**config.mk**
```make
export PLATFORM = sky130hd
export DESIGN_NAME = platform_interrupt_controller
export DESIGN_NICKNAME = d
export VERILOG_FILES = /design/src/rtl/core/plic_pkg.sv /design/src/rtl/core/plic_scan.sv /design/src/rtl/core/platform_interrupt_controller.sv
export SDC_FILE = /design/constraint.sdc
export NUM_CORES = 2
export LEC_CHECK = 0
export BUFFER_PORTS_ARGS = -buffer_cell sky130_fd_sc_hd__buf_2
export CAP_MARGIN = 20
export CORE_UTILIZATION = 55
export DETAILED_ROUTE_END_ITERATION = 10
export GPL_TIMING_DRIVEN = 0
export MAX_ROUTING_LAYER = met4
export PLACE_DENSITY = 0.7
export SYNTH_ARGS = -nofsm -noshare
export SYNTH_HDL_FRONTEND = slang
export SYNTH_HIERARCHICAL = 1
export SYNTH_SLANG_ARGS = --single-unit
```
**constraint.sdc**
```tcl
create_clock -name i_clk -period 5.74 [get_ports i_clk]
set_clock_uncertainty 0.05 [all_clocks]
set_input_delay 0.287 -clock i_clk [delete_from_list [all_inputs] [get_ports i_clk]]
set_output_delay 0.287 -clock i_clk [all_outputs]
set_load 0.02 [all_outputs]
```
**src/rtl/core/plic_pkg.sv**
```systemverilog
// Package for the platform interrupt controller: sizes, address map, codes, states.
// No dependencies.
`timescale 1ns / 1ps
package plic_pkg;
    localparam int NumSrc  = 63;
    localparam int NumCtx  = 8;
    localparam int PrioW   = 3;
    localparam int SrcW    = 6;
    localparam int CtxW    = 3;
    localparam int SrcWords = (NumSrc + 32) / 32;
    localparam int WordW   = (SrcWords > 1) ? $clog2(SrcWords) : 1;
    localparam int NSrcBits = SrcWords * 32;

    localparam logic [25:0] PendBase = 26'h1000;
    localparam logic [25:0] EnBase   = 26'h2000;
    localparam logic [25:0] CtxBase  = 26'h200000;

    typedef enum logic [1:0] {
        FN_READ   = 2'd0,
        FN_WRITE  = 2'd1,
        FN_LEVEL  = 2'd2,
        FN_NONE   = 2'd3
    } t_func;

    typedef enum logic [2:0] {
        ST_CLEAR,
        ST_IDLE,
        ST_CLAIM,
        ST_LINES,
        ST_DONE
    } t_state;

    // request to the scan unit
    typedef struct packed {
        logic            go;
    } t_scan_req;

    typedef struct packed {
        logic            done;
        logic [SrcW-1:0] best;
    } t_scan_rsp;
endpackage

```
**src/rtl/core/plic_scan.sv**
```systemverilog
// Shared compare unit: walks the sources of one context, one source a cycle.
// Depends on plic_pkg.
`timescale 1ns / 1ps
module plic_scan import plic_pkg::*; (
    input  logic                 i_clk,
    input  logic                 i_rst_n,
    input  t_scan_req            i_req,
    input  logic [NSrcBits-1:0]  i_pend,
    input  logic [NSrcBits-1:0]  i_en,
    input  logic [PrioW-1:0]     i_thr,
    input  logic [PrioW-1:0]     i_prio,
    output logic [SrcW-1:0]      o_idx,
    output t_scan_rsp            o_rsp
);
    logic            r_run, n_run;
    logic [SrcW-1:0] r_id, n_id;
    logic [SrcW-1:0] r_best, n_best;
    logic [PrioW-1:0] r_bp, n_bp;
    logic            r_first, n_first;
    logic            r_done, n_done;
    logic [PrioW-1:0] cur_bp;
    logic            hit;

    // priority store read address: the source compared next cycle
    assign o_idx = n_id;
    // threshold taken in the first compare cycle, after the access has landed
    assign cur_bp = r_first ? i_thr : r_bp;
    assign hit = i_pend[r_id] && i_en[r_id] && (i_prio > cur_bp);

    always_comb begin
        n_run = r_run; n_id = r_id; n_best = r_best; n_bp = r_bp; n_first = r_first;
        n_done = 1'b0;
        if (i_req.go) begin
            n_run = 1'b1; n_id = SrcW'(1); n_best = '0; n_first = 1'b1;
        end else if (r_run) begin
            n_first = 1'b0;
            n_bp = hit ? i_prio : cur_bp;
            if (hit) begin
                n_best = r_id;
            end
            if (r_id == SrcW'(NumSrc)) begin
                n_run = 1'b0; n_done = 1'b1;
            end else begin
                n_id = r_id + SrcW'(1);
            end
        end
    end

    always_ff @(posedge i_clk) begin
        if (!i_rst_n) begin
            r_run <= 1'b0; r_done <= 1'b0;
        end else begin
            r_run <= n_run; r_done <= n_done;
        end
        r_id <= n_id; r_best <= n_best; r_bp <= n_bp; r_first <= n_first;
    end

    assign o_rsp.done = r_done;
    assign o_rsp.best = r_best;

    assert property (@(posedge i_clk) disable iff (!i_rst_n) r_done |-> !r_run)
        else $error("scan done while running");
    assert property (@(posedge i_clk) disable iff (!i_rst_n)
        (r_run && !i_req.go) |-> (r_id != '0))
        else $error("scan at source zero");
    assert property (@(posedge i_clk) disable iff (!i_rst_n)
        $rose(r_done) |-> $past(r_run))
        else $error("done without scan");
endmodule

```
**src/rtl/core/platform_interrupt_controller.sv**
```systemverilog
// Top level: register window, gateway, sequencer; uses plic_scan and plic_pkg.
// Register storage lives here; claim and line evaluation share one scan unit.
`timescale 1ns / 1ps
// A word is taken when start is high and busy low. After reset busy stays high
// while the priority store is cleared. A claim read adds one more scan to the
// work of a level update or a plain register access: every access ends with one
// pass of the shared scan unit (one source per cycle) per context to refresh
// o_irq_lines. The result shows for one cycle with o_done and cannot be held off
// by the receiver.
module platform_interrupt_controller import plic_pkg::*; (
    input  logic        i_clk,
    input  logic        i_rst_n,
    input  logic        start,
    output logic        busy,
    input  logic [1:0]  i_func,
    input  logic [25:0] i_offset,
    input  logic [31:0] i_wdata,
    input  logic [5:0]  i_source,
    input  logic        i_level,
    output logic        o_done,
    output logic [31:0] o_rdata,
    output logic [7:0]  o_irq_lines,
    output logic        o_bad_access
);
    logic [PrioW-1:0]   r_prio [NumSrc+1];
    logic [PrioW-1:0]   r_prio_q;
    logic [SrcW-1:0]    r_clr;
    logic [31:0]        r_en   [NumCtx*SrcWords];
    logic [PrioW-1:0]   r_thr  [NumCtx];
    logic [NSrcBits-1:0] r_pend, r_isv, r_lvl;
    t_state             r_st, n_st;
    logic [CtxW-1:0]    r_ctx, r_cctx;
    logic [7:0]         r_lines;
    logic [31:0]        r_rdata;
    logic               r_bad, r_done;

    t_scan_req          req;
    t_scan_rsp          rsp;
    logic [SrcW-1:0]    sidx;
    logic [CtxW-1:0]    sctx;
    logic [NSrcBits-1:0] en_vec;

    // decode
    logic        acc, wr, mis, is_pri, is_pen, is_en, is_ctx, ctx_ok;
    logic [23:0] pid;
    logic [10:0] pw;
    logic [20:0] erel;
    logic [13:0] ec;
    logic [4:0]  ew;
    logic [20:0] cc;
    logic [11:0] cr;
    always_comb begin
        acc = (i_func == FN_READ) || (i_func == FN_WRITE);
        wr  = (i_func == FN_WRITE);
        pid = i_offset[25:2];
        pw  = 11'((i_offset - PendBase) >> 2);
        erel = 21'(i_offset - EnBase);
        ec  = erel[20:7];
        ew  = erel[6:2];
        cc  = 21'((i_offset - CtxBase) >> 12);
        cr  = i_offset[11:0];
        is_pri = i_offset < PendBase;
        is_pen = !is_pri && i_offset < EnBase;
        is_en  = !is_pri && !is_pen && i_offset < CtxBase;
        is_ctx = !is_pri && !is_pen && !is_en;
        ctx_ok = (cc < 21'(NumCtx)) && (cr == 12'h0 || cr == 12'h4);
        mis = (i_offset[1:0] != 2'b0)
            || (is_pri && pid > 24'(NumSrc))
            || (is_pen && pw >= 11'(SrcWords))
            || (is_en && (ec >= 14'(NumCtx) || ew >= 5'(SrcWords)))
            || (is_ctx && !ctx_ok);
    end

    function automatic logic [31:0] vmask(input int w);
        logic [31:0] m;
        m = '0;
        for (int b = 0; b < 32; b++)
            if (w*32+b >= 1 && w*32+b <= NumSrc) m[b] = 1'b1;
        return m;
    endfunction

    assign sctx = (r_st == ST_CLAIM) ? r_cctx : r_ctx;
    always_comb
        for (int w = 0; w < SrcWords; w++)
            en_vec[w*32 +: 32] = r_en[int'(sctx)*SrcWords + w];

    plic_scan u_scan (
        .i_clk, .i_rst_n, .i_req(req), .i_pend(r_pend), .i_en(en_vec),
        .i_thr(r_thr[sctx]), .i_prio(r_prio_q), .o_idx(sidx), .o_rsp(rsp)
    );

    logic take;
    assign take = start && !busy;
    logic last_ctx;
    assign last_ctx = (r_ctx == CtxW'(NumCtx-1));

    // priority store: cleared by a pass after reset, one registered scan read
    logic prio_we;
    assign prio_we = take && wr && !mis && is_pri && pid != 24'd0;

    always_ff @(posedge i_clk) begin
        if (r_st == ST_CLEAR) r_prio[r_clr] <= '0;
        else if (prio_we) r_prio[pid[SrcW-1:0]] <= i_wdata[PrioW-1:0];
        // bypass so a scan started by this write sees the new priority
        if (prio_we && pid[SrcW-1:0] == sidx) r_prio_q <= i_wdata[PrioW-1:0];
        else r_prio_q <= r_prio[sidx];
    end

    always_comb begin
        n_st = r_st;
        unique case (r_st)
            ST_CLEAR: if (r_clr == SrcW'(NumSrc)) n_st = ST_IDLE;
            ST_IDLE:  if (take) n_st = (acc && !wr && !mis && is_ctx && cr == 12'h4)
                                       ? ST_CLAIM : ST_LINES;
            ST_CLAIM: if (rsp.done) n_st = ST_LINES;
            ST_LINES: if (rsp.done && last_ctx) n_st = ST_DONE;
            ST_DONE:  n_st = ST_IDLE;
            default:  n_st = ST_IDLE;
        endcase
    end

    always_comb begin
        busy = (r_st != ST_IDLE);
        unique case (r_st)
            ST_IDLE:  req.go = take;
            ST_CLAIM: req.go = rsp.done;
            ST_LINES: req.go = rsp.done && !last_ctx;
            default:  req.go = 1'b0;
        endcase
    end

    logic [SrcW-1:0] cid;
    assign cid = i_wdata[SrcW-1:0];

    always_ff @(posedge i_clk) begin
        if (!i_rst_n) begin
            r_st <= ST_CLEAR; r_clr <= '0;
            r_done <= 1'b0; r_pend <= '0; r_isv <= '0; r_lvl <= '0;
            for (int i = 0; i < NumCtx*SrcWords; i++) r_en[i] <= '0;
            for (int i = 0; i < NumCtx; i++) r_thr[i] <= '0;
            r_ctx <= '0; r_lines <= '0;
        end else begin
            r_st <= n_st;
            r_done <= (r_st == ST_DONE);
            if (r_st == ST_CLEAR) r_clr <= r_clr + SrcW'(1);
            if (take) begin
                r_ctx <= '0; r_cctx <= cc[CtxW-1:0]; r_rdata <= '0;
                r_bad <= acc && mis;
                if (i_func == FN_LEVEL && i_source >= 6'd1 && i_source <= 6'(NumSrc)) begin
                    r_lvl[i_source] <= i_level;
                    if (i_level && !r_isv[i_source]) r_pend[i_source] <= 1'b1;
                end else if (acc && !mis) begin
                    if (is_pri) begin
                        if (!wr) r_rdata <= 32'(r_prio[pid[SrcW-1:0]]);
                    end else if (is_pen) begin
                        if (!wr) r_rdata <= r_pend[pw[WordW-1:0]*32 +: 32];
                    end else if (is_en) begin
                        if (wr) r_en[int'(ec)*SrcWords + int'(ew)] <=
                                   i_wdata & vmask(int'(ew));
                        else r_rdata <= r_en[int'(ec)*SrcWords + int'(ew)];
                    end else if (cr == 12'h0) begin
                        if (wr) r_thr[cc[CtxW-1:0]] <= i_wdata[PrioW-1:0];
                        else r_rdata <= 32'(r_thr[cc[CtxW-1:0]]);
                    end else if (wr) begin
                        if (i_wdata >= 32'd1 && i_wdata <= 32'(NumSrc) && r_isv[cid] &&
                            r_en[int'(cc[CtxW-1:0])*SrcWords + int'(cid >> 5)][cid[4:0]]) begin
                            r_isv[cid] <= 1'b0;
                            if (r_lvl[cid] && !r_pend[cid]) r_pend[cid] <= 1'b1;
                        end
                    end
                end
            end
            if (r_st == ST_CLAIM && rsp.done) begin
                r_rdata <= 32'(rsp.best);
                if (rsp.best != '0) begin
                    r_pend[rsp.best] <= 1'b0; r_isv[rsp.best] <= 1'b1;
                end
            end
            if (r_st == ST_LINES && rsp.done) begin
                r_lines[r_ctx] <= (rsp.best != '0);
                if (!last_ctx) r_ctx <= r_ctx + CtxW'(1);
            end
        end
    end

    assign o_done = r_done;
    assign o_rdata = r_rdata;
    assign o_irq_lines = r_lines;
    assign o_bad_access = r_bad;

    assert property (@(posedge i_clk) disable iff (!i_rst_n) o_done |-> !busy)
        else $error("done while busy");
    assert property (@(posedge i_clk) disable iff (!i_rst_n) (r_pend & r_isv) == '0)
        else $error("source both pending and in service");
    assert property (@(posedge i_clk) disable iff (!i_rst_n) !r_pend[0] && !r_isv[0])
        else $error("source zero active");
endmodule

```
# [Word-level counts from Yosys, hierarchy flattened]
# Memories as Yosys holds them, arrays and structs flattened. A register that Yosys moved wholly into a read port is not among the register bits.
# Index checks and enable logic that the tools add are counted.
[totals] ff_bits=271 mem_bits_rw=728 out_inout_bits=43 word_cells=686 memories=3
[op_classes] n_addsub=40 n_lt_le_gt_ge=87 n_eq_ne=16 n_shift=1 mux=404 bitwise_logic=12 n_reduce_logical=103
[mem_list] memory="r_en" words=16 width=32 read_ports=4 rd_clocked_by_memory_dff=0 write_ports=16 line_no="platform_interrupt_controller.sv:28" rtl="logic [31:0] r_en [NumCtx*SrcWords];"
[mem_list] memory="r_prio" words=64 width=3 read_ports=2 rd_clocked_by_memory_dff=1 write_ports=1 line_no="platform_interrupt_controller.sv:25" rtl="logic [PrioW-1:0] r_prio [NumSrc+1];"
[mem_list] memory="r_thr" words=8 width=3 read_ports=2 rd_clocked_by_memory_dff=0 write_ports=8 line_no="platform_interrupt_controller.sv:29" rtl="logic [PrioW-1:0] r_thr [NumCtx];"
[op_table] op="two-way mux 64 bit" count=26
[op_table] op=">= comparator 32 x 2 -> 1 bit, second input constant" count=31
[op_table] op="<= comparator 11 x 6 -> 1 bit, second input constant" count=31
[op_table] op="two-way mux 1 bit" count=331
[op_table] op="two-way mux 32 bit" count=9
[op_table] op="OR 64 bit" count=3
[op_table] op="adder 10 x 5 -> 11 bit, second input constant" count=16
[op_table] op="AND 64 bit" count=2
[op_table] op="NOT 64 bit" count=2
[op_table] op="adder 10 x 4 -> 11 bit, second input constant" count=8
[op_table] op="logical AND 1 bit" count=69
[op_table] op="bitwise mux 64 bit" count=1
[op_table] op="variable part select 64 x 7 -> 32 bit" count=1
[op_table] op="two-way mux 3 bit" count=17
[op_table] op="adder 10 x 3 -> 11 bit, second input constant" count=4
[op_table] op="binary-select mux 1 bit (select 6 bit)" count=6
[op_table] op="AND 32 bit" count=1
[op_table] op=">= comparator 32 x 1 -> 1 bit, second input constant" count=1
[op_table] op="<= comparator 32 x 6 -> 1 bit, second input constant" count=1
[op_table] op="OR reduction 32 bit" count=1
[op_table] op="two-way mux 6 bit" count=5
[op_table] op="< comparator 6 x 7 -> 1 bit, second input constant" count=4
[op_table] op="< comparator 26 x 13 -> 1 bit, second input constant" count=1
[op_table] op="< comparator 26 x 14 -> 1 bit, second input constant" count=1
[op_table] op="55 further kinds" count=91

# [Logic depth before layout (Yosys ltp)]
[depth] word_depth=19 depth_mapped=18 ltp_nobuf=13

# [By module]
# The synthesis kept the hierarchy.
[by_module_without_submodules] mod="platform_interrupt_controller" n_inst=1 cells_each=4383 area_each_um2=55351.8 seq_area_each_um2=27346.2
[by_module_without_submodules] mod="plic_scan" n_inst=1 cells_each=233 area_each_um2=1695.4 seq_area_each_um2=390.4

# [Least setup slack after synthesis]
# Ideal clock, no wire load.
[synth_timing] path_type="register -> register" startpoint="register r_st[0]" endpoint="register u_scan.r_bp[0] (data pin)" setup_time_ns=0.262 t_arrival_ns=4.311 t_required_ns=5.428 path_slack_ns=1.117 path_stages_with_launch=16 period_less_slack_ns=4.623 path_cell_list="dfxtp_1 > clkbuf_1 > nor2_1 > nand2_1 > mux2i_1 > clkbuf_1 > buf_1 > mux4_2 > mux2_2 > and3b_1 > nor4_1 > o21ai_0 > a32o_2 > o41ai_2 > a21o_1 > mux2_1"
[synth_via] elab_chain_len=9 word_cells_on_any_way=12
[synth_lines] element="start, declared" line_no="platform_interrupt_controller.sv:31" rtl="t_state r_st, n_st;"
[synth_lines] element="start signal, assigned" line_no="platform_interrupt_controller.sv:143" rtl="r_st <= n_st;"
[synth_lines] element="== test 3 x 2 -> 1 bit" line_no="platform_interrupt_controller.sv:82" rtl="assign sctx = (r_st == ST_CLAIM) ? r_cctx : r_ctx;"
[synth_lines] element="two-way mux 3 bit" line_no="platform_interrupt_controller.sv:82"
[synth_lines] element="adder 4 x 1 -> 4 bit" line_no="platform_interrupt_controller.sv:85" rtl="en_vec[w*32 +: 32] = r_en[int'(sctx)*SrcWords + w];"
[synth_lines] element="memory read (16 x 32 bit)"
[synth_lines] element="via en_vec[60]" line_no="platform_interrupt_controller.sv:41" rtl="logic [NSrcBits-1:0] en_vec;"
[synth_lines] element="binary-select mux 1 bit (select 6 bit)" line_no="plic_scan.sv:28" rtl="assign hit = i_pend[r_id] && i_en[r_id] && (i_prio > cur_bp);"
[synth_lines] element="two-way mux 1 bit (implied by the code)" line_no="plic_scan.sv:28"
[synth_lines] element="logical AND 1 bit (2 in a row)" line_no="plic_scan.sv:28"
[synth_lines] element="two-way mux 3 bit" line_no="plic_scan.sv:37" rtl="n_bp = hit ? i_prio : cur_bp;"
[synth_lines] element="end signal, assigned" line_no="plic_scan.sv:55" rtl="r_id <= n_id; r_best <= n_best; r_bp <= n_bp; r_first <= n_first;"
[synth_lines] element="end, declared" line_no="plic_scan.sv:18" rtl="logic [PrioW-1:0] r_bp, n_bp;"
# The timed path passes the listed nets, and every way through them passes these cells. The select of a mux whose other input is x is not followed.
# A chain may end at the register's enable or synchronous reset.

==> impl_metrics.env <==
export IMPL_grt_usage=0.518
export IMPL_synth_common_cells="767 x edfxtp_1, 720 x nor2_1, 527 x mux4_2"
export IMPL_drc_errors=0
export IMPL_grt_overflow=0
export IMPL_syn_cell_area_sq_um=57000
export IMPL_cts_tree="yes"
export IMPL_cpPeakStageDelay_ns=0.78
export IMPL_cpMostUsedCell="buf_2"
export IMPL_grt_pass1_vias=45300
export IMPL_n_fill_cell=8035
export IMPL_crit_path_start="i_offset[12]"
export IMPL_dp_final_hpwl_microns=194000
export IMPL_period_share=1.02
export IMPL_yosysTopAreaCell="edfxtp_1"
export IMPL_hold_violations=0
export IMPL_leakagePower_nw=20.9
export IMPL_synth_cells=4616
export IMPL_finalWorstSetupSlack_ns=-0.0991
export IMPL_critPathTopFamily="buffers and inverters"
export IMPL_path_buf_inv=8
export IMPL_ys_seq_elements=1002
export IMPL_clk_latency_ns=0.77
export IMPL_start_kind="input port"
export IMPL_antenna_left=0
export IMPL_synth_mux_area_fraction=0.255
export IMPL_start_util=0.557
export IMPL_htree_levels=3
export IMPL_path_clk_slew_ns=0.06
export IMPL_antenna_found_initial=19
export IMPL_yosysTopAreaCellShare=0.404
export IMPL_fin_crit_ns=5.84
export IMPL_io_pin_count=113
export IMPL_relSlewSlack=0.106
export IMPL_slew_viol_final=0
export IMPL_finalSetupTns_ns=-3.48
export IMPL_critPathMaxFanout=18
export IMPL_dieArea_sq_um=105000
export IMPL_synth_compound_area_frac=0.0844
export IMPL_power_density_nw_per_um2=272
export IMPL_grt_max_degree=53
export IMPL_gp_congestion=1.09
export IMPL_setup_worst_path_class="input port to flip-flop"
export IMPL_route_met3_wl_microns=47900
export IMPL_cap_violations=0
export IMPL_first_pass_iters=8
export IMPL_yosysSeqAreaShare=0.486
export IMPL_multi_input_area_sq_um=27200
export IMPL_cts_inserted_buffers=110
export IMPL_clock_sinks=1002
export IMPL_synthTopCellsByArea="edfxtp_1 40%, mux4_2 21%, dfxtp_1 8.2%"
export IMPL_vdd_drop_max_mv=0.353
export IMPL_hp_class="input port to flip-flop"
export IMPL_rows=117
export IMPL_core_area_sq_um=102000
export IMPL_wirelength_microns=265000
export IMPL_wl_met1_microns=92100
export IMPL_synth_cell_types=97
export IMPL_synth_top_family_by_area="multiplexers"
export IMPL_via_per_inst=7.67
export IMPL_grt_pass1_wl_microns=358000
export IMPL_slowest_stage="buf_2"
export IMPL_cp_required_ns=6.12
export IMPL_cts_root_buffer="clkbuf_16"
export IMPL_clockBufferDepth=3
export IMPL_fp_dieH_microns=324
export IMPL_async_reset_ff_frac=0
export IMPL_max_freq_ghz=0.171
export IMPL_setup_worst_path_end_class="flip-flop"
export IMPL_avgSynthCellArea_sq_um=12.4
export IMPL_die_x_microns=324
export IMPL_num_vias=49200
export IMPL_fin_total_pwr_mw=17.5
export IMPL_outcome="finished, violations left"
export IMPL_fin_nets=5020
export IMPL_crit_chain="buf_2 > buf_2 > clkinv_1 > buf_2 > clkbuf_1 > buf_8 > a21oi_1 > o32ai_1 > a21o_1 > nand4b_1 > nor3_1 > nand2_1 > clkbuf_1 > nand2_4 > buf_12"
export IMPL_wl_per_cell_microns=41.4
export IMPL_drt_iter0_drc=10000
export IMPL_wl_met2_microns=106000
export IMPL_port_buffers=103
export IMPL_yosys_warnings=6
export IMPL_area_growth_syn_to_layout_pct=12.9
export IMPL_drive_above_1_share=0.235
export IMPL_worstReg2RegStart="r_st[0]"
export IMPL_synth_ff_type="edfxtp_1"
export IMPL_yosys_area_share_xor_xnor=0.00230
export IMPL_synth_most_common_cell="edfxtp_1"
export IMPL_top_layer_used="met4"
export IMPL_synth_fa_ha_area_frac=0.00364
export IMPL_holdWs_ns=0.0273
export IMPL_worstMarginPinSlew_ns=1.34
export IMPL_synthSimpleGateAreaFrac=0.128
export IMPL_setup_violations=102
export IMPL_min_delay_start="i_wdata[7]"
export IMPL_seq_area_sq_um=27700
export IMPL_synth_edf_count=767
export IMPL_rsz0062_at_grt="false"
export IMPL_arrival_ns=6.22
export IMPL_violations="setup timing"
[registers in the layout, summed over array words and instances (netlist names), 6 cells and up, named ones only]
register	flops
r_prio	192
r_en	512
o_rdata	32
r_clr	6
o_irq_lines	8
r_lvl	64
u_scan/r_id	6
u_scan/r_best	6
r_pend	64
r_isv	64
r_thr	24
[cell type report]
type                    instances  share of cell area
inverters                      57             0.00340
flip-flops and latches       1002               0.431
clock inverters                55             0.00777
well taps                    1368              0.0266
multi-input cells            3130               0.423
diodes                         21            0.000816
plain buffers                 432              0.0328
repair buffers                201              0.0291
clock buffers                 144              0.0457
[layout by cell type (no fill, tap or decap), types with 76 or more instances in the layout]
| master | instances |
|---|---|
| nor2_1 | 716 |
| clkbuf_1 | 306 |
| o21ai_0 | 111 |
| mux2i_1 | 76 |
| mux4_2 | 527 |
| a21oi_1 | 166 |
| nand3_1 | 159 |
| edfxtp_1 | 767 |
| dfxtp_1 | 235 |
| nand2_1 | 388 |
| clkbuf_16 | 111 |
| buf_2 | 160 |
| mux2_2 | 122 |
[final timing paths]
check / cells past startpoint / slack (ns) / to
worst max-delay path: 15 / -0.1 / r_en[11][18]
worst min-delay path: 3 / 0.03 / r_en[6][7]
worst max register to register: 14 / -0.04 / u_scan/r_bp[0]
worst min register to register: 2 / 0.40 / r_lvl[24]
[per-layer routing]
layer	vias to the layer above	global-route usage
met5	-	-
met4	0	0.304
met3	1097	0.239
met2	5301	0.670
met1	24200	0.660
li1	18600	-
[tightest hold or removal path, delay by kind of cell]
family,cells,cell delay [ns]
buffers and inverters,1,0.12
and+or+nand+nor,2,0.31
[logic make-up after synthesis]
kind of cell             after synthesis
XOR/XNOR                              15
buffers and inverters                491
other                                  1
adder cells (fa/ha/maj)               16
AND/OR/NAND/NOR                     1618
AO/OA/AOI/OAI                        724
flip-flops                          1002
multiplexers                         749
[power breakdown]
group	leakage (nW)	internal [mW]	switching (mW)
clock	1.67	3.91	3.17
combinational	9.87	0.855	1.54
sequential	9.39	7.92	0.128
total	20.9	12.7	4.84
[through the flow]
stage | cells | util | area [sq um] | worst slack, ns
final | 6410 | 0.629 | 64400 | -0.0991
after global routing | 6407 | 0.629 | 64400 | 0.0251
after CTS | 6366 | 0.626 | 64000 | -0.0283
after detailed placement | 6154 | 0.590 | 60400 | -1.67
after global placement | 6094 | 0.580 | 59300 | -3.05
after floorplan | 4623 | - | 57100 | 1.12
[timing repair]
| item | CTS | global route |
|---|---|---|
| hold buffers | 14 | 0 |
| gates resized for setup | 24 | 22 |
| hold endpoints to repair | 47 | 0 |
| endpoints found under the setup margin | 534 | 316 |
| buffers inserted | 0 | 5 |
| pin swaps | 0 | 0 |
(Power assumes the default switching activity.)
